`config.mk`:
```
export PLATFORM = sky130hd
export DESIGN_NAME = mesh_packet_header_parser
export DESIGN_NICKNAME = d
export VERILOG_FILES = /design/src/mphp_pkg.sv /design/src/mesh_packet_header_parser.sv /design/src/mphp_tracker.sv /design/src/mphp_summary.sv
export SDC_FILE = /design/constraint.sdc
export NUM_CORES = 1
export LEC_CHECK = 0
export ABC_AREA = 1
export ABC_CLOCK_PERIOD_IN_PS = 9100
export BUFFER_PORTS_ARGS = -buffer_cell sky130_fd_sc_hd__buf_2
export CAP_MARGIN = 20
export CORE_UTILIZATION = 35
export CTS_CLUSTER_DIAMETER = 100
export DETAILED_ROUTE_END_ITERATION = 7
export SYNTH_ARGS = -nofsm -noshare
export SYNTH_HDL_FRONTEND = slang
export SYNTH_HIERARCHICAL = 1
export SYNTH_SLANG_ARGS = --single-unit
```
`constraint.sdc`:
```
create_clock -name clk -period 9.1 [get_ports clk]
set_clock_uncertainty 0.15 [all_clocks]
set_input_delay 0.455 -clock clk [delete_from_list [all_inputs] [get_ports clk]]
set_output_delay 0.455 -clock clk [all_outputs]
set_load 0.03 [all_outputs]
```
`src/mphp_pkg.sv`:
```
// ============================================================================
// mphp_pkg
// Shared types and constants for the mesh packet header parser.
// ============================================================================
`default_nettype none

package mphp_pkg;

    localparam int MAX_PACKET_BYTES_DEF = 512;
    localparam int OFFSET_MIN_W         = 10;   // holds a payload start plus four
    localparam int CFG_INDEX_W          = 3;
    localparam int CFG_DATA_W           = 7;
    localparam int OUT_DATA_W           = 88;

    localparam logic [2:0] PBI_PLAIN     = 3'd1;
    localparam logic [2:0] PBI_TRANSPORT = 3'd5;

    typedef enum logic [CFG_INDEX_W-1:0] {
        CFG_TRANSPORT_FLOOD  = 3'd0,
        CFG_TRANSPORT_DIRECT = 3'd1,
        CFG_TRACE_TYPE       = 3'd2,
        CFG_ADVERT_TYPE      = 3'd3,
        CFG_ADVERT_KEY_LEN   = 3'd4
    } cfg_reg_e;

    typedef enum logic [1:0] {
        ID_NONE       = 2'd0,
        ID_PATH_HASH  = 2'd1,
        ID_ADVERT_KEY = 2'd2
    } id_source_e;

    // Per-packet header state, also used as the end-of-packet snapshot
    typedef struct packed {
        logic [31:0] tag;
        logic        overlong;
        logic [2:0]  pbi;       // index of the path-length byte
        logic [2:0]  hash;
        logic [5:0]  hops;
        logic [3:0]  ptype;
        logic [1:0]  route;
    } pkt_state_t;

    localparam pkt_state_t PKT_CLEAR = '{
        tag:      32'd0,
        overlong: 1'b0,
        pbi:      PBI_PLAIN,
        hash:     3'd1,
        hops:     6'd0,
        ptype:    4'd0,
        route:    2'd0
    };

    // Packed from valid_packet (bit 0) up to trace_tag
    typedef struct packed {
        logic [31:0] trace_tag;
        logic        tag_valid;
        logic [6:0]  id_length;
        logic [8:0]  id_offset;
        id_source_e  id_source;
        logic [8:0]  payload_length;
        logic [8:0]  payload_offset;
        logic [2:0]  hash_size;
        logic [5:0]  hop_count;
        logic [3:0]  payload_kind;
        logic [1:0]  route_kind;
        logic        valid_packet;
    } summary_t;

    typedef struct packed {
        logic [1:0] flood_code;
        logic [1:0] direct_code;
        logic [3:0] trace_code;
        logic [3:0] advert_code;
        logic [6:0] key_length;
    } cfg_t;

endpackage

`default_nettype wire

```
`src/mesh_packet_header_parser.sv`:
```
// ============================================================================
// mesh_packet_header_parser
// Parses a mesh radio packet byte stream into one summary item per packet.
// ============================================================================
// Input channel s_axis: one packet byte per item, tlast on the final byte.
// Output channel m_axis: one summary item per packet, sent after its last
// byte. Configuration: cfg_we/cfg_index/cfg_data, written between packets.
//
// Throughput: one byte per cycle while s_axis_tready is high; the byte
// tracker accepts every cycle unless both stages are full. The summary
// passes through the snapshot register, then the output register.
// Bytes beyond MAX_PACKET_BYTES are dropped and the packet reports invalid.
//
// Reset clears the packet state, the snapshot and output valid flags and
// loads the register defaults. When m_axis_tready is low the summary holds;
// one more finished packet may wait in the snapshot stage, and s_axis_tready
// drops only while both stages are full.
// ============================================================================
`default_nettype none

module mesh_packet_header_parser
    import mphp_pkg::*;
#(
    parameter int MAX_PACKET_BYTES = MAX_PACKET_BYTES_DEF
)(
    input  wire logic                   clk,
    input  wire logic                   rst_n,
    input  wire logic                   s_axis_tvalid,
    output      logic                   s_axis_tready,
    input  wire logic [7:0]             s_axis_tdata,   // data_byte
    input  wire logic                   s_axis_tlast,   // last_byte
    output      logic                   m_axis_tvalid,
    input  wire logic                   m_axis_tready,
    // valid_packet, route_kind, payload_kind, hop_count, hash_size,
    // payload_offset, payload_length, id_source, id_offset, id_length,
    // tag_valid, trace_tag, zero pad
    output      logic [OUT_DATA_W-1:0]  m_axis_tdata,
    input  wire logic                   cfg_we,
    input  wire logic [CFG_INDEX_W-1:0] cfg_index,
    input  wire logic [CFG_DATA_W-1:0]  cfg_data
);

    localparam int IDX_W = $clog2(MAX_PACKET_BYTES + 1);

    cfg_t             cfg_reg, cfg_next;
    logic             accept, advance;
    logic             snap_valid;
    pkt_state_t       snap;
    logic [IDX_W-1:0] snap_len;
    summary_t         result;
    summary_t         out_reg;
    logic             out_valid_reg, out_valid_next;

    always_comb
    begin
        cfg_next = cfg_reg;
        if (cfg_we)
        begin
            unique case (cfg_reg_e'(cfg_index))
                CFG_TRANSPORT_FLOOD:  cfg_next.flood_code  = cfg_data[1:0];
                CFG_TRANSPORT_DIRECT: cfg_next.direct_code = cfg_data[1:0];
                CFG_TRACE_TYPE:       cfg_next.trace_code  = cfg_data[3:0];
                CFG_ADVERT_TYPE:      cfg_next.advert_code = cfg_data[3:0];
                CFG_ADVERT_KEY_LEN:   cfg_next.key_length  = cfg_data;
                default:              cfg_next = cfg_reg;
            endcase
        end
    end

    always_ff @(posedge clk or negedge rst_n)
    begin
        if (!rst_n)
        begin
            cfg_reg <= '{flood_code: 2'd0, direct_code: 2'd3, trace_code: 4'd9,
                         advert_code: 4'd4, key_length: 7'd32};
        end
        else
        begin
            cfg_reg <= cfg_next;
        end
    end

    assign advance       = !out_valid_reg || m_axis_tready;
    assign s_axis_tready = !snap_valid || advance;
    assign accept        = s_axis_tvalid && s_axis_tready;

    mphp_tracker #(
        .MAX_PACKET_BYTES (MAX_PACKET_BYTES),
        .IDX_W            (IDX_W)
    ) u_tracker (
        .clk        (clk),
        .rst_n      (rst_n),
        .accept     (accept),
        .data_byte  (s_axis_tdata),
        .last_byte  (s_axis_tlast),
        .cfg        (cfg_reg),
        .advance    (advance),
        .snap_valid (snap_valid),
        .snap       (snap),
        .snap_len   (snap_len)
    );

    mphp_summary #(
        .MAX_PACKET_BYTES (MAX_PACKET_BYTES),
        .IDX_W            (IDX_W)
    ) u_summary (
        .snap   (snap),
        .len    (snap_len),
        .cfg    (cfg_reg),
        .result (result)
    );

    always_comb
    begin
        if (advance)
            out_valid_next = snap_valid;
        else
            out_valid_next = out_valid_reg;
    end

    always_ff @(posedge clk or negedge rst_n)
    begin
        if (!rst_n)
            out_valid_reg <= 1'b0;
        else
            out_valid_reg <= out_valid_next;
    end

    always_ff @(posedge clk)
    begin
        if (advance && snap_valid)
            out_reg <= result;
    end

    assign m_axis_tvalid = out_valid_reg;
    assign m_axis_tdata  = {(OUT_DATA_W - $bits(summary_t))'(0), out_reg};

`ifndef NO_ASSERTIONS
    a_stall_blocks_input: assert property (@(posedge clk) disable iff (!rst_n)
        (snap_valid && !advance) |-> !s_axis_tready)
        else $error("input accepted with both stages full");

    a_last_makes_snapshot: assert property (@(posedge clk) disable iff (!rst_n)
        (accept && s_axis_tlast) |=> snap_valid)
        else $error("last byte did not produce a snapshot");

    a_tag_needs_valid: assert property (@(posedge clk) disable iff (!rst_n)
        (out_valid_reg && out_reg.tag_valid) |-> out_reg.valid_packet)
        else $error("trace tag on an invalid packet");

    a_id_needs_valid: assert property (@(posedge clk) disable iff (!rst_n)
        (out_valid_reg && out_reg.id_source != ID_NONE) |-> out_reg.valid_packet)
        else $error("identifier on an invalid packet");

    a_invalid_zeroed: assert property (@(posedge clk) disable iff (!rst_n)
        (out_valid_reg && !out_reg.valid_packet)
            |-> (out_reg.payload_offset == 9'd0 && out_reg.id_length == 7'd0))
        else $error("invalid packet carries offsets");
`endif

endmodule

`default_nettype wire

```
`src/mphp_tracker.sv`:
```
// ============================================================================
// mphp_tracker
// Per-byte header tracking; snapshots the packet state on the last byte.
// ============================================================================
`default_nettype none

module mphp_tracker
    import mphp_pkg::*;
#(
    parameter int MAX_PACKET_BYTES = MAX_PACKET_BYTES_DEF,
    parameter int IDX_W            = $clog2(MAX_PACKET_BYTES + 1)
)(
    input  wire logic             clk,
    input  wire logic             rst_n,
    input  wire logic             accept,
    input  wire logic [7:0]       data_byte,
    input  wire logic             last_byte,
    input  wire cfg_t             cfg,
    input  wire logic             advance,
    output      logic             snap_valid,
    output      pkt_state_t       snap,
    output      logic [IDX_W-1:0] snap_len
);

    localparam int CMP_W = (IDX_W > OFFSET_MIN_W) ? IDX_W : OFFSET_MIN_W;
    localparam logic [IDX_W-1:0] IDX_LIMIT = IDX_W'(MAX_PACKET_BYTES);

    pkt_state_t       st_reg, st_next, st_upd;
    logic [IDX_W-1:0] idx_reg, idx_next, idx_upd;
    logic             snap_valid_reg, snap_valid_next;
    pkt_state_t       snap_reg;
    logic [IDX_W-1:0] snap_len_reg;

    logic [CMP_W-1:0] po_cur, idx_ext, lane_ofs;
    logic [IDX_W-1:0] pbi_ext;
    logic             in_tag;

    always_comb
    begin
        po_cur  = CMP_W'(st_reg.pbi) + CMP_W'(1)
                + CMP_W'(st_reg.hops) * CMP_W'(st_reg.hash);
        idx_ext  = CMP_W'(idx_reg);
        pbi_ext  = IDX_W'(st_reg.pbi);
        lane_ofs = idx_ext - po_cur;
        in_tag   = (idx_ext >= po_cur) && (idx_ext < po_cur + CMP_W'(4));

        st_upd  = st_reg;
        idx_upd = idx_reg;
        if (!st_reg.overlong && idx_reg < IDX_LIMIT)
        begin
            if (idx_reg == '0)
            begin
                st_upd.route = data_byte[1:0];
                st_upd.ptype = data_byte[5:2];
                st_upd.pbi   = (data_byte[1:0] == cfg.flood_code ||
                                data_byte[1:0] == cfg.direct_code)
                             ? PBI_TRANSPORT : PBI_PLAIN;
            end
            else if (idx_reg == pbi_ext)
            begin
                st_upd.hops = data_byte[5:0];
                st_upd.hash = {1'b0, data_byte[7:6]} + 3'd1;
            end
            else if (idx_reg > pbi_ext && in_tag)
            begin
                st_upd.tag = st_reg.tag | ({24'd0, data_byte} << {lane_ofs[1:0], 3'b000});
            end
            idx_upd = idx_reg + IDX_W'(1);
        end
        else
        begin
            st_upd.overlong = 1'b1;
        end

        st_next  = st_reg;
        idx_next = idx_reg;
        if (accept)
        begin
            st_next  = last_byte ? PKT_CLEAR : st_upd;
            idx_next = last_byte ? '0 : idx_upd;
        end

        if (accept && last_byte)
            snap_valid_next = 1'b1;
        else if (advance)
            snap_valid_next = 1'b0;
        else
            snap_valid_next = snap_valid_reg;
    end

    always_ff @(posedge clk or negedge rst_n)
    begin
        if (!rst_n)
        begin
            st_reg         <= PKT_CLEAR;
            idx_reg        <= '0;
            snap_valid_reg <= 1'b0;
        end
        else
        begin
            st_reg         <= st_next;
            idx_reg        <= idx_next;
            snap_valid_reg <= snap_valid_next;
        end
    end

    always_ff @(posedge clk)
    begin
        if (accept && last_byte)
        begin
            snap_reg     <= st_upd;
            snap_len_reg <= idx_upd;
        end
    end

    assign snap_valid = snap_valid_reg;
    assign snap       = snap_reg;
    assign snap_len   = snap_len_reg;

endmodule

`default_nettype wire

```
`src/mphp_summary.sv`:
```
// ============================================================================
// mphp_summary
// Builds the packet summary from the end-of-packet snapshot.
// ============================================================================
`default_nettype none

module mphp_summary
    import mphp_pkg::*;
#(
    parameter int MAX_PACKET_BYTES = MAX_PACKET_BYTES_DEF,
    parameter int IDX_W            = $clog2(MAX_PACKET_BYTES + 1)
)(
    input  wire pkt_state_t       snap,
    input  wire logic [IDX_W-1:0] len,
    input  wire cfg_t             cfg,
    output      summary_t         result
);

    localparam int CMP_W = (IDX_W > OFFSET_MIN_W) ? IDX_W : OFFSET_MIN_W;

    logic [CMP_W-1:0] po, len_e, plen_full, hash_ofs;
    logic             valid;

    always_comb
    begin
        po        = CMP_W'(snap.pbi) + CMP_W'(1) + CMP_W'(snap.hops) * CMP_W'(snap.hash);
        len_e     = CMP_W'(len);
        plen_full = len_e - po;
        hash_ofs  = po - CMP_W'(snap.hash);
        valid     = !snap.overlong && len_e >= CMP_W'(2)
                 && len_e > CMP_W'(snap.pbi) && po <= len_e;

        result                = '0;
        result.valid_packet   = valid;
        result.route_kind     = snap.route;
        result.payload_kind   = snap.ptype;
        result.hop_count      = snap.hops;
        result.hash_size      = snap.hash;
        result.id_source      = ID_NONE;
        if (valid)
        begin
            result.payload_offset = po[8:0];
            result.payload_length = plen_full[8:0];
            if (snap.ptype == cfg.trace_code)
            begin
                if (plen_full >= CMP_W'(4))
                begin
                    result.tag_valid = 1'b1;
                    result.trace_tag = snap.tag;
                end
            end
            else if (snap.hops != 6'd0)
            begin
                result.id_source = ID_PATH_HASH;
                result.id_offset = hash_ofs[8:0];
                result.id_length = 7'(snap.hash);
            end
            else if (snap.ptype == cfg.advert_code && plen_full >= CMP_W'(cfg.key_length))
            begin
                result.id_source = ID_ADVERT_KEY;
                result.id_offset = po[8:0];
                result.id_length = cfg.key_length;
            end
        end
    end

endmodule

`default_nettype wire
```
==> metrics.md, run 1 <==
| Metric | Value |
|---|---|
| Detailed-route via count | 9514 |
| Largest net degree at the start of global routing | 72 |
| Violated checks | design-rule violations |
| Fraction of registers with async set/reset | 0.360 |
| Drt total wl | 29.5 mm |
| Total of buffers placed on input and output ports | 110 |
| Post-Syn Area | 12900 sq um |
| Worst-case clock buffer depth | 3 |
| Critical Path Source Type | register |
| Ratio of routed vias to standard cells | 4.73 |
| Number of flip-flops and latches in the synthesized netlist | 228 |
| Residual overflow from global routing | 0 |
| Count of buffers added by post-CTS timing repair for setup | 0 |
| Max-cap violation count | 0 |
| P_leak | 7.28 nW |
| WP data required | 9240 ps |
| Final worst-path cycle share | 0.597 |
| Effective utilization at floorplan | 0.354 |
| Via count of the first global-routing pass | 9229 |
| Data arrival, critical path | 5580 ps |
| Worst slew margin relative to its limit | 0.382 |
| Seq/Total Area, Yosys | 0.499 |
| Cell mode on critical path | sky130_fd_sc_hd__nand2_1 |
| Crit Path Max Fanout | 13 |
| Number of resized instances in the post-cts repair step | 0 |
| Total count of hold-check failures in the final report | 0 |
| CTS Buf Count | 25 |
| Unique cell type count in the Yosys netlist | 48 |
| Post-route setup TNS | 0 ps |
| X dimension of the die | 194 um |
| Clock latency on the worst-skew pair | 540 ps |
| TritonCTS clock tree | built |
| Total global routing track utilization | 0.158 |
| Placed cell count | 1962 |
| Min cycle time layout | 5440 ps |
| Count of final max-slew check failures | 0 |
| Longest individual stage delay on the worst path | 620 ps |
| Kind of critical path | register to register |
| Max FFs per register | 85 |
| Placement row count | 70 |
| Placer's final routability congestion estimate | 0.890 |
| Measured slew at the worst slew-check pin | 927 ps |
| Die area | 37700 sq um |
| Total core area | 36500 sq um |
| Final cell count without fillers | 2011 |
| Number of antenna-violating nets in the routed design | 0 |
| Fill cell total of the finished layout | 3584 |
| Setup repair after global routing missed its margin | false |
| Post-synthesis to final-layout area growth | 13.2% |
| Worst-case vdd ir drop | 121 uV |
| Top-Level Pins | 114 |
| Most used cells in the layout excluding fill and tap cells | sky130_fd_sc_hd__nand2_1 (341), sky130_fd_sc_hd__inv_1 (250), sky130_fd_sc_hd__edfxtp_1 (146), sky130_fd_sc_hd__buf_2 (109), sky130_fd_sc_hd__nor2_1 (100) |
| Net count, final | 1643 |
| EDFF count, synth | 146 |
| Count of clock tree sinks | 228 |
| WL/cell | 14.7 um |
| Yosys warning count | 6 |
| HPWL Detailed | 21.9 mm |
| DRC Markers | 2 |
| Detailed-routing iteration count for the pre-antenna-repair pass | 7 |
| Root Driver | sky130_fd_sc_hd__clkbuf_16 |
| Setup violators final | 0 |
| Top FF cell, synth | sky130_fd_sc_hd__edfxtp_1 |
| Critical path endpoint category | register |
| Initial antenna violation count | 4 |
| CTS clock-pin slew for the worst setup and hold paths | 60 ps |
| Wire length of the first global-routing pass | 48.1 mm |
| H-tree lvl count | 1 |
| Post-Syn Area per Cell | 9.06 sq um |
| Most common library cell in the layout ignoring fill and taps | sky130_fd_sc_hd__nand2_1 |
| Worst-path cell chain | nand2_1 -> fa_1 -> fa_1 -> inv_1 -> fa_1 -> xnor2_2 -> ha_1 -> nand2_1 -> inv_1 -> nand2_1 -> nand3_1 -> nand2_1 -> and2_1 -> inv_1 -> ha_1 -> a21o_1 -> nor2_1 -> o21ai_0 -> nand2_1 -> nand2_1 -> nor2_1 -> nand2_1 -> nand2_1 -> inv_1 |
| Iteration-0 DRC Markers | 655 |
| Status | finished with violations |
| Class of the tightest hold or removal check | primary input to register |
| Crit-path leading delay family | adder cells |
| Cells after synthesis | 1428 |
| Layout cells sized above 1 | 0.150 |
| Achievable clock frequency | 184 MHz |
| Die Y-Extent | 194 um |
| Slowest-stage cell, CP | sky130_fd_sc_hd__edfxtp_1 |
| Power density over cell area | 258 nW/um^2 |
| Buffer and inverter count on the worst path | 4 |
## Yosys cell counts, types with 17 or more instances
cell	instances	area (sq um)
sky130_fd_sc_hd__a21oi_1	54	270
sky130_fd_sc_hd__buf_4	22	165
sky130_fd_sc_hd__dfrtp_1	74	1850
sky130_fd_sc_hd__edfxtp_1	146	4380
sky130_fd_sc_hd__fa_1	17	340
sky130_fd_sc_hd__ha_1	78	976
sky130_fd_sc_hd__inv_1	252	946
sky130_fd_sc_hd__nand2_1	341	1280
sky130_fd_sc_hd__nand3_1	73	365
sky130_fd_sc_hd__nand4_1	42	263
sky130_fd_sc_hd__nor2_1	100	375
sky130_fd_sc_hd__nor2_2	22	138
sky130_fd_sc_hd__o21ai_0	54	270
## timing repair
item | 4_1_cts | 5_1_grt
hold buffers | 3 | 0
endpoints found under the hold margin | 26 | 0
setup endpoints to repair | 0 | 0
## worst paths after layout
check	startpoint	depth (start not counted)	end	slack (ps)
max reg2reg	u_tracker/snap[12]$_DFFE_PP_	24	m_axis_tdata[35]$_DFFE_PP_	3660
min	cfg_data[2]	3	cfg_reg[9]$_DFFE_PN1P_	30
max in group asynchronous	rst_n	3	u_tracker/st_reg[37]$_DFFE_PN0P_	7500
min in group asynchronous	rst_n	2	u_tracker/st_reg[1]$_DFFE_PN0P_	210
min reg2reg	u_tracker/snap[0]$_DFFE_PP_	0	m_axis_tdata[1]$_DFFE_PP_	260
max	u_tracker/snap[12]$_DFFE_PP_	24	m_axis_tdata[35]$_DFFE_PP_	3660
## layout make-up
class	instances	area, sq um	area share
antenna	1	2.50	0.000171
clock buffer	36	727	0.0496
clock inverter	9	110	0.00752
inverter	259	975	0.0666
multi-input combinational	890	5160	0.353
sequential	228	6450	0.440
tap	468	586	0.0400
timing repair buffer	120	636	0.0434
## layer usage
layer / vias up / part of all wire / GRT usage
met2: 205 / 0.45 / 0.254
met1: 4460 / 0.46 / 0.215
li1: 4781 / - / -
met5: - / 0.0014 / 0
met3: 62 / 0.048 / 0.0244
met4: 6 / 0.033 / 0.0617
## cell families (layout without fill, tap and decap cells)
group	after synthesis	after routing	share of synthesized area
simple gates	621	621	0.216
flops	228	228	0.499
compound gates	143	143	0.0601
other cells	1	4	0.000290
fa+ha+maj	95	95	0.102
buf+inv	312	424	0.104
xor+xnor	28	28	0.0195
## worst register-to-register path: stages (launching register included)
cell and delay [ps]:
sky130_fd_sc_hd__edfxtp_1 620, sky130_fd_sc_hd__nand2_1 130, sky130_fd_sc_hd__fa_1 480, sky130_fd_sc_hd__fa_1 510, sky130_fd_sc_hd__inv_1 60, sky130_fd_sc_hd__fa_1 500, sky130_fd_sc_hd__xnor2_2 350, sky130_fd_sc_hd__ha_1 360
sky130_fd_sc_hd__nand2_1 140, sky130_fd_sc_hd__inv_1 50, sky130_fd_sc_hd__nand2_1 90, sky130_fd_sc_hd__nand3_1 90, sky130_fd_sc_hd__nand2_1 80, sky130_fd_sc_hd__and2_1 130, sky130_fd_sc_hd__inv_1 50, sky130_fd_sc_hd__ha_1 300
sky130_fd_sc_hd__a21o_1 190, sky130_fd_sc_hd__nor2_1 90, sky130_fd_sc_hd__o21ai_0 80, sky130_fd_sc_hd__nand2_1 60, sky130_fd_sc_hd__nand2_1 50, sky130_fd_sc_hd__nor2_1 80, sky130_fd_sc_hd__nand2_1 270, sky130_fd_sc_hd__nand2_1 250
sky130_fd_sc_hd__inv_1 60
## per-stage QoR
| stage | instance area, sq um | setup slack, ps | hold slack, ps | utilization | total power, W |
|---|---|---|---|---|---|
| after floorplan | 12900 | 3700 | 9.41 | - | 0.00245 |
| after CTS | 14600 | 3630 | 2.53 | 0.401 | 0.00380 |
| after detailed placement | 13800 | 3650 | 230 | 0.377 | 0.00276 |
| after global routing | 14600 | 3220 | 34.3 | 0.401 | 0.00404 |
| after global placement | 13800 | 3760 | 234 | 0.377 | 0.00274 |
| final | 14600 | 3660 | 34.6 | 0.401 | 0.00377 |
## where the power goes
part	switching, W	internal, W	leakage [nW]
registers	0.0000579	0.00123	2.49
logic	0.000999	0.000460	4.39
clock network	0.000414	0.000612	0.404
total	0.00147	0.00230	7.28
Note: power is estimated with default switching activity, not from simulation.
==> run 2, diff against run 1 <==
--- a/config.mk
+++ b/config.mk
@@ -6,7 +6,7 @@
 export NUM_CORES = 1
 export LEC_CHECK = 0
 export ABC_AREA = 1
-export ABC_CLOCK_PERIOD_IN_PS = 9100
+export ABC_CLOCK_PERIOD_IN_PS = 5250
 export BUFFER_PORTS_ARGS = -buffer_cell sky130_fd_sc_hd__buf_2
 export CAP_MARGIN = 20
 export CORE_UTILIZATION = 35
==> constraint.sdc (replaced) <==
create_clock -name clk -period 5.25 [get_ports clk]
set_clock_uncertainty 0.15 [all_clocks]
set_input_delay 0.2625 -clock clk [delete_from_list [all_inputs] [get_ports clk]]
set_output_delay 0.2625 -clock clk [all_outputs]
set_load 0.03 [all_outputs]
==> run 2 against run 1 <==
Effect of this change:
- global-route usage decreased by 0.17 points
- largest cell class unchanged
- highest routed layer unchanged
- register-to-register slack got worse by 3400 ps
- critical path depth decreased by 1
- routed wire length decreased by 0.15%
- sequential power increased by 73%
- the run now ends clean
==> metrics.md, run 2 (synthesized netlist as in run 1, its figures left out) <==
| Metric | Value |
|---|---|
| Status | completed |
| WL/cell | 14.4 um (-1.9%) |
| Buffer and inverter count on the worst path | 4 (unchanged) |
| Placement row count | 70 (unchanged) |
| Setup violators final | 0 (unchanged) |
| Layout cells sized above 1 | 0.157 (+0.00736) |
| Via count of the first global-routing pass | 9469 (+2.6%) |
| Worst slew margin relative to its limit | 0.384 (+0.00161) |
| Die area | 37700 sq um (unchanged) |
| Root Driver | sky130_fd_sc_hd__clkbuf_16 |
| Power density over cell area | 443 nW/um^2 (+72%) |
| Worst-case setup slack after placement | 45.2 ps (-3610 ps) |
| Clock latency on the worst-skew pair | 530 ps (about the same) |
| Cell area reported after detailed placement | 13900 sq um (+0.78%) |
| Number of antenna-violating nets in the routed design | 0 (unchanged) |
| Most common library cell in the layout ignoring fill and taps | sky130_fd_sc_hd__nand2_1 |
| Detailed-routing iteration count for the pre-antenna-repair pass | 5 (-2) |
| Class of the tightest hold or removal check | primary input to register |
| Initial antenna violation count | 2 (-2) |
| Total global routing track utilization | 0.156 (-0.00166) |
| Count of buffers added by post-CTS timing repair for setup | 0 (unchanged) |
| CTS Buf Count | 25 (unchanged) |
| Iteration-0 DRC Markers | 537 (-18%) |
| Cell mode on critical path | sky130_fd_sc_hd__nand2_1 |
| Worst-case vdd ir drop | 211 uV (+74%) |
| Diode count | 0 (-1) |
| Total count of hold-check failures in the final report | 0 (unchanged) |
| Measured slew at the worst slew-check pin | 924 ps (-2.41 ps) |
| H-tree lvl count | 1 (unchanged) |
| Final cell count without fillers | 2046 (+1.7%) |
| Ratio of routed vias to standard cells | 4.70 (-0.57%) |
| Critical path endpoint category | register |
| P_leak | 7.42 nW (+1.9%) |
| TritonCTS clock tree | built |
| Clock share of power | 0.262 (-0.010) |
| Slowest-stage cell, CP | sky130_fd_sc_hd__dfstp_2 |
| HPWL Detailed | 21.8 mm (-0.23%) |
| Detailed-route via count | 9624 (+1.2%) |
| Min cycle time layout | 4960 ps (-480 ps) |
| Crit-path leading delay family | adder cells |
| Effective utilization at floorplan | 0.354 (unchanged) |
| Crit Path Max Fanout | 32 (+19) |
| Final Instance Area | 15000 sq um (+2.5%) |
| Count of clock tree sinks | 228 (unchanged) |
| Switching part of the total | 0.389 (-0.000720) |
| Data arrival, critical path | 5170 ps (-410 ps) |
| Total core area | 36500 sq um (unchanged) |
| Worst-path cell chain | nand2_1 -> fa_1 -> fa_1 -> inv_1 -> fa_1 -> xnor2_1 -> inv_1 -> ha_1 -> nand3_1 -> nor2_1 -> nand2_1 -> nor2_1 -> nand2_1 -> nand2_1 -> ha_1 -> nand2_1 -> inv_1 -> a21oi_1 -> nand3_2 -> nor2_4 -> buf_12 -> nand4_1 -> nand2_1 |
| Total power of the final layout | 0.00665 W (+76%) |
| Critical Path Source Type | register |
| Internal power component | 0.00406 W (+76%) |
| Worst-case clock buffer depth | 3 (unchanged) |
| X dimension of the die | 194 um (unchanged) |
| Sw power | 0.00259 W (+76%) |
| Placed cell count | 1973 (+0.56%) |
| Fill cell total of the finished layout | 3544 (-1.1%) |
| Post-synthesis to final-layout area growth | 16.1% |
| Count of final max-slew check failures | 0 (unchanged) |
| Kind of critical path | register to register |
| Final worst-path cycle share | 0.944 (+0.347) |
| Achievable clock frequency | 202 MHz (+9.7%) |
| Longest individual stage delay on the worst path | 600 ps (-20 ps) |
| Top-Level Pins | 114 (unchanged) |
| Net count, final | 1678 (+2.1%) |
| Max FFs per register | 85 (unchanged) |
| Residual overflow from global routing | 0 (unchanged) |
| CTS clock-pin slew for the worst setup and hold paths | 60 ps (about the same) |
| Largest net degree at the start of global routing | 64 (-11%) |
| Sequential share of power | 0.336 (-0.006) |
| Wire length of the first global-routing pass | 47.9 mm (-0.62%) |
| Max-cap violation count | 0 (unchanged) |
| WP data required | 5460 ps (-3780 ps) |
| Final setup slack of the worst path | 294 ps (-3370 ps) |
| Worst hold-check slack | 9.63 ps (-25.0 ps) |
| Total of buffers placed on input and output ports | 110 (unchanged) |
| DRC Markers | 0 (-2) |
| Drt total wl | 29.4 mm (-0.15%) |
| Placer's final routability congestion estimate | 0.927 (+4.2%) |
| Share of total power in combinational logic | 0.403 (+0.016) |
| Die Y-Extent | 194 um (unchanged) |
| Most used cells in the layout excluding fill and tap cells | sky130_fd_sc_hd__nand2_1 (338), sky130_fd_sc_hd__inv_1 (251), sky130_fd_sc_hd__edfxtp_1 (146), sky130_fd_sc_hd__buf_2 (109), sky130_fd_sc_hd__nor2_1 (98) |
-- run 2: worst paths after layout --
| path | from | to | cells past startpoint | slack [ps] |
|---|---|---|---|---|
| max in group asynchronous | rst_n | cfg_reg[0]$_DFFE_PN0P_ | 4 | 3310 |
| setup reg to reg | u_tracker/st_reg[12]$_DFFE_PN1P_ | u_tracker/snap[45]$_DFFE_PP_ | 23 | 290 |
| setup / recovery | u_tracker/st_reg[12]$_DFFE_PN1P_ | u_tracker/snap[45]$_DFFE_PP_ | 23 | 290 |
| min in group asynchronous | rst_n | cfg_reg[3]$_DFFE_PN0P_ | 3 | 490 |
| hold reg to reg | u_tracker/snap[1]$_DFFE_PP_ | m_axis_tdata[2]$_DFFE_PP_ | 0 | 290 |
| hold / removal | s_axis_tdata[3] | u_tracker/snap[3]$_DFFE_PP_ | 3 | 10 |
-- run 2: layout make-up --
type                    instances  area (sq um)  area share
flip-flops and latches        228          6450       0.430
clock inverters                12           153      0.0102
repair buffers                154           973      0.0649
well taps                     468           586      0.0390
inverters                     259           975      0.0649
clock buffers                  34           659      0.0439
multi-input cells             891          5220       0.348
-- run 2: per-stage QoR --
| stage | TNS (ps) | util |
|---|---|---|
| final | 0 | 0.411 |
| after CTS | 0 | 0.409 |
| after detailed placement | 0 | 0.380 |
| after floorplan | 0 | - |
| after global placement | 0 | 0.380 |
| after global routing | -38.4 | 0.411 |
-- run 2: layer usage --
layer | global-route usage | vias to the layer above | routed length (um) | part of all wire
li1 | - | 4866 | - | -
met1 | 0.210 | 4503 | 13700 | 0.47
met5 | 0 | - | 18 | 0.00061
met4 | 0.0464 | 4 | 653 | 0.022
met3 | 0.0216 | 48 | 1190 | 0.040
met2 | 0.263 | 203 | 13800 | 0.47
-- run 2: power by group through the flow --
stage          sequential [W]  combinational, W  clock, W
3_3_place_gp          0.00226           0.00253         0
6_report              0.00223           0.00268   0.00174
4_1_cts               0.00223           0.00260   0.00178
5_1_grt               0.00225           0.00302   0.00185
2_1_floorplan         0.00237           0.00187         0
3_5_place_dp          0.00227           0.00258         0
-- run 2: worst reg2reg max path, stage by stage (launching register included) --
cell	delay, ps
sky130_fd_sc_hd__dfstp_2	600
sky130_fd_sc_hd__nand2_1	90
sky130_fd_sc_hd__fa_1	460
sky130_fd_sc_hd__fa_1	550
sky130_fd_sc_hd__inv_1	70
sky130_fd_sc_hd__fa_1	480
sky130_fd_sc_hd__xnor2_1	280
sky130_fd_sc_hd__inv_1	80
sky130_fd_sc_hd__ha_1	230
sky130_fd_sc_hd__nand3_1	110
sky130_fd_sc_hd__nor2_1	50
sky130_fd_sc_hd__nand2_1	110
sky130_fd_sc_hd__nor2_1	50
sky130_fd_sc_hd__nand2_1	60
sky130_fd_sc_hd__nand2_1	60
sky130_fd_sc_hd__ha_1	270
sky130_fd_sc_hd__nand2_1	60
sky130_fd_sc_hd__inv_1	50
sky130_fd_sc_hd__a21oi_1	230
sky130_fd_sc_hd__nand3_2	130
sky130_fd_sc_hd__nor2_4	140
sky130_fd_sc_hd__buf_12	190
sky130_fd_sc_hd__nand4_1	160
sky130_fd_sc_hd__nand2_1	140
-- run 2: what timing repair did --
item | 4_1_cts | 5_1_grt
gates resized for setup | 0 | 12
endpoints found under the hold margin | 40 | 0
endpoints found under the setup margin | 0 | 17
hold buffers | 26 | 0
==> run 3, diff against run 2 <==
--- a/config.mk
+++ b/config.mk
@@ -6,12 +6,13 @@
 export NUM_CORES = 1
 export LEC_CHECK = 0
 export ABC_AREA = 1
-export ABC_CLOCK_PERIOD_IN_PS = 5250
+export ABC_CLOCK_PERIOD_IN_PS = 4620
 export BUFFER_PORTS_ARGS = -buffer_cell sky130_fd_sc_hd__buf_2
 export CAP_MARGIN = 20
 export CORE_UTILIZATION = 35
 export CTS_CLUSTER_DIAMETER = 100
 export DETAILED_ROUTE_END_ITERATION = 7
+export GPL_TIMING_DRIVEN = 0
 export SYNTH_ARGS = -nofsm -noshare
 export SYNTH_HDL_FRONTEND = slang
 export SYNTH_HIERARCHICAL = 1
==> constraint.sdc (replaced) <==
create_clock -name clk -period 4.62 [get_ports clk]
set_clock_uncertainty 0.15 [all_clocks]
set_input_delay 0.231 -clock clk [delete_from_list [all_inputs] [get_ports clk]]
set_output_delay 0.231 -clock clk [all_outputs]
set_load 0.03 [all_outputs]
==> run 3 against run 2 <==
Effect of this change:
- the flow now finishes with violations (design-rule violations, negative setup slack)
- flip-flop and latch count unchanged
- largest power group unchanged
- die area unchanged
- core utilization rose by 4.5 points
- power up 32%
- via count rose by 5.4%
- design area grew 11%
- first-iteration DRC count grew 21%
- non-clock buffer count increased by 105
- count of clock-buffer cells in the layout rose by 1
- highest routed layer unchanged
- critical endpoint is now m_axis_tdata[44]$_DFFE_PP_
- register-to-register slack got worse by 410 ps
- global-route usage increased by 0.97 points
==> metrics.md, run 3 (synthesized netlist as in run 1, its figures left out) <==
| Metric | Value |
|---|---|
| Clock latency on the worst-skew pair | 540 ps (about the same) |
| Total of buffers placed on input and output ports | 110 (unchanged) |
| Setup violators final | 16 (+16) |
| Effective utilization at floorplan | 0.354 (unchanged) |
| Placed cell count | 2013 (+2.0%) |
| Total core area | 36500 sq um (unchanged) |
| Final Instance Area | 16600 sq um (+11%) |
| CTS Buf Count | 26 (+4.0%) |
| Net count, final | 1783 (+6.3%) |
| Fill cell total of the finished layout | 3472 (-2.0%) |
| Via count of the first global-routing pass | 9805 (+3.5%) |
| Placement row count | 70 (unchanged) |
| WL/cell | 14.8 um (+2.9%) |
| Drt total wl | 31.9 mm (+8.3%) |
| DRC Markers | 1 (+1) |
| Most used cells in the layout excluding fill and tap cells | sky130_fd_sc_hd__nand2_1 (310), sky130_fd_sc_hd__inv_1 (238), sky130_fd_sc_hd__edfxtp_1 (146), sky130_fd_sc_hd__buf_2 (114), sky130_fd_sc_hd__nor2_1 (93) |
| Cell mode on critical path | sky130_fd_sc_hd__nand2_2 |
| Total count of hold-check failures in the final report | 0 (unchanged) |
| Max FFs per register | 85 (unchanged) |
| Iteration-0 DRC Markers | 649 (+21%) |
| Crit-path leading delay family | adder cells |
| Slowest-stage cell, CP | sky130_fd_sc_hd__fa_1 |
| Ratio of routed vias to standard cells | 4.71 (+0.11%) |
| Setup repair after global routing missed its margin | true |
| Count of final max-slew check failures | 0 (unchanged) |
| P_leak | 8.00 nW (+7.8%) |
| Initial antenna violation count | 3 (+1) |
| Worst slew margin relative to its limit | 0.556 (+0.173) |
| Data arrival, critical path | 4870 ps (-300 ps) |
| X dimension of the die | 194 um (unchanged) |
| Class of the tightest hold or removal check | primary input to register |
| Crit Path Max Fanout | 5 (-84%) |
| Cell area reported after detailed placement | 14300 sq um (+2.7%) |
| Min cycle time layout | 4730 ps (-225 ps) |
| Worst-case vdd ir drop | 327 uV (+55%) |
| Critical Path Source Type | register |
| Die area | 37700 sq um (unchanged) |
| Residual overflow from global routing | 0 (unchanged) |
| Final cell count without fillers | 2154 (+5.3%) |
| Top-Level Pins | 114 (unchanged) |
| Count of clock tree sinks | 228 (unchanged) |
| Largest net degree at the start of global routing | 57 (-11%) |
| Number of antenna-violating nets in the routed design | 0 (unchanged) |
| Final worst-path cycle share | 1.02 (+0.0801) |
| Worst-case clock buffer depth | 3 (unchanged) |
| Status | finished with violations |
| WP data required | 4760 ps (-700 ps) |
| CTS clock-pin slew for the worst setup and hold paths | 60 ps (about the same) |
| Kind of critical path | register to register |
| Post-synthesis to final-layout area growth | 28.7% |
| Max-cap violation count | 0 (unchanged) |
| Longest individual stage delay on the worst path | 500 ps (-100 ps) |
| Detailed-routing iteration count for the pre-antenna-repair pass | 7 (+2) |
| H-tree lvl count | 1 (unchanged) |
| Power density over cell area | 526 nW/um^2 (+19%) |
| Critical path endpoint category | register |
| Root Driver | sky130_fd_sc_hd__clkbuf_16 |
| Achievable clock frequency | 211 MHz (+4.8%) |
| TritonCTS clock tree | built |
| Layout cells sized above 1 | 0.261 (+0.104) |
| Most common library cell in the layout ignoring fill and taps | sky130_fd_sc_hd__nand2_1 |
| Wire length of the first global-routing pass | 50.4 mm (+5.3%) |
| Placer's final routability congestion estimate | 0.922 (-0.64%) |
| Stages on worst setup path | 30 (+30%) |
| Buffer and inverter count on the worst path | 5 (+1) |
| Final setup slack of the worst path | -111 ps (-405 ps) |
| Die Y-Extent | 194 um (unchanged) |
| Hold depth | 4 (+1) |
| Worst hold-check slack | 21.6 ps (+12.0 ps) |
| Violated checks | design-rule violations, negative setup slack |
| Total global routing track utilization | 0.166 (+0.00971) |
| Detailed-route via count | 10100 (+5.4%) |
| HPWL Detailed | 22.8 mm (+4.6%) |
| Measured slew at the worst slew-check pin | 665 ps (-260 ps) |
| Worst r2r path cells | 30 (+30%) |
-- run 3: layout make-up --
cell class              count  area, sq um  share of cell area
diodes                      2         5.00            0.000301
plain buffers              52          407              0.0244
clock buffers              35          726              0.0436
clock inverters            13          124             0.00744
inverters                 259          980              0.0589
multi-input cells         890         5840               0.351
flip-flops and latches    228         6450               0.387
well taps                 468          586              0.0352
repair buffers            207         1530              0.0919
-- run 3: stage by stage --
stage                      util  total power, W  TNS, ps  setup WS, ps
after floorplan               -         0.00489        0          6.80
after global placement    0.387         0.00555   -36130          -589
after detailed placement  0.390         0.00561   -38230          -619
after CTS                 0.440         0.00834    -2560          -116
after global routing      0.456         0.00931   -17790          -296
final                     0.456         0.00875    -1180          -111
-- run 3: final timing paths --
kind / endpoint / slack (ps) / startpoint
max: m_axis_tdata[44]$_DFFE_PP_ / -110 / u_tracker/snap[13]$_DFFE_PP_
min: u_tracker/st_reg[13]$_DFFE_PN0P_ / 20 / s_axis_tdata[7]
max reg2reg: m_axis_tdata[44]$_DFFE_PP_ / -110 / u_tracker/snap[13]$_DFFE_PP_
min reg2reg: cfg_reg[5]$_DFFE_PN1P_ / 330 / cfg_reg[5]$_DFFE_PN1P_
max in group asynchronous: cfg_reg[14]$_DFFE_PN1P_ / 3570 / rst_n
min in group asynchronous: cfg_reg[6]$_DFFE_PN0P_ / 40 / rst_n
-- run 3: worst register-to-register path, delay by kind of cell, from the launching register on --
| kind | cells | cell delay, ps |
|---|---|---|
| AO/OA/AOI/OAI | 2 | 220 |
| adder cells (fa/ha/maj) | 5 | 1700 |
| AND/OR/NAND/NOR | 18 | 1460 |
| buffers and inverters | 5 | 520 |
| flip-flops | 1 | 430 |
-- run 3: timing repair --
action | 4_1_cts | 5_1_grt
setup endpoints to repair | 134 | 134
gates resized for setup | 72 | 93
hold buffers | 36 | 0
pin swaps | 46 | 82
cloned | 4 | 3
endpoints found under the hold margin | 111 | 0
buffers inserted | 35 | 18
-- run 3: report_power, final --
group | internal [W] | switching [W]
Clock | 0.00122 | 0.000828
Combinational | 0.00172 | 0.00245
Sequential | 0.00243 | 0.000112
Total | 0.00536 | 0.00339
-- run 3: layer usage --
layer,GRT usage,wire (um),vias to the layer above
met2,0.275,14900,210
met1,0.223,14700,4809
met4,0.0564,857,2
met3,0.0228,1340,54
li1,-,-,5068
met5,0,11,-
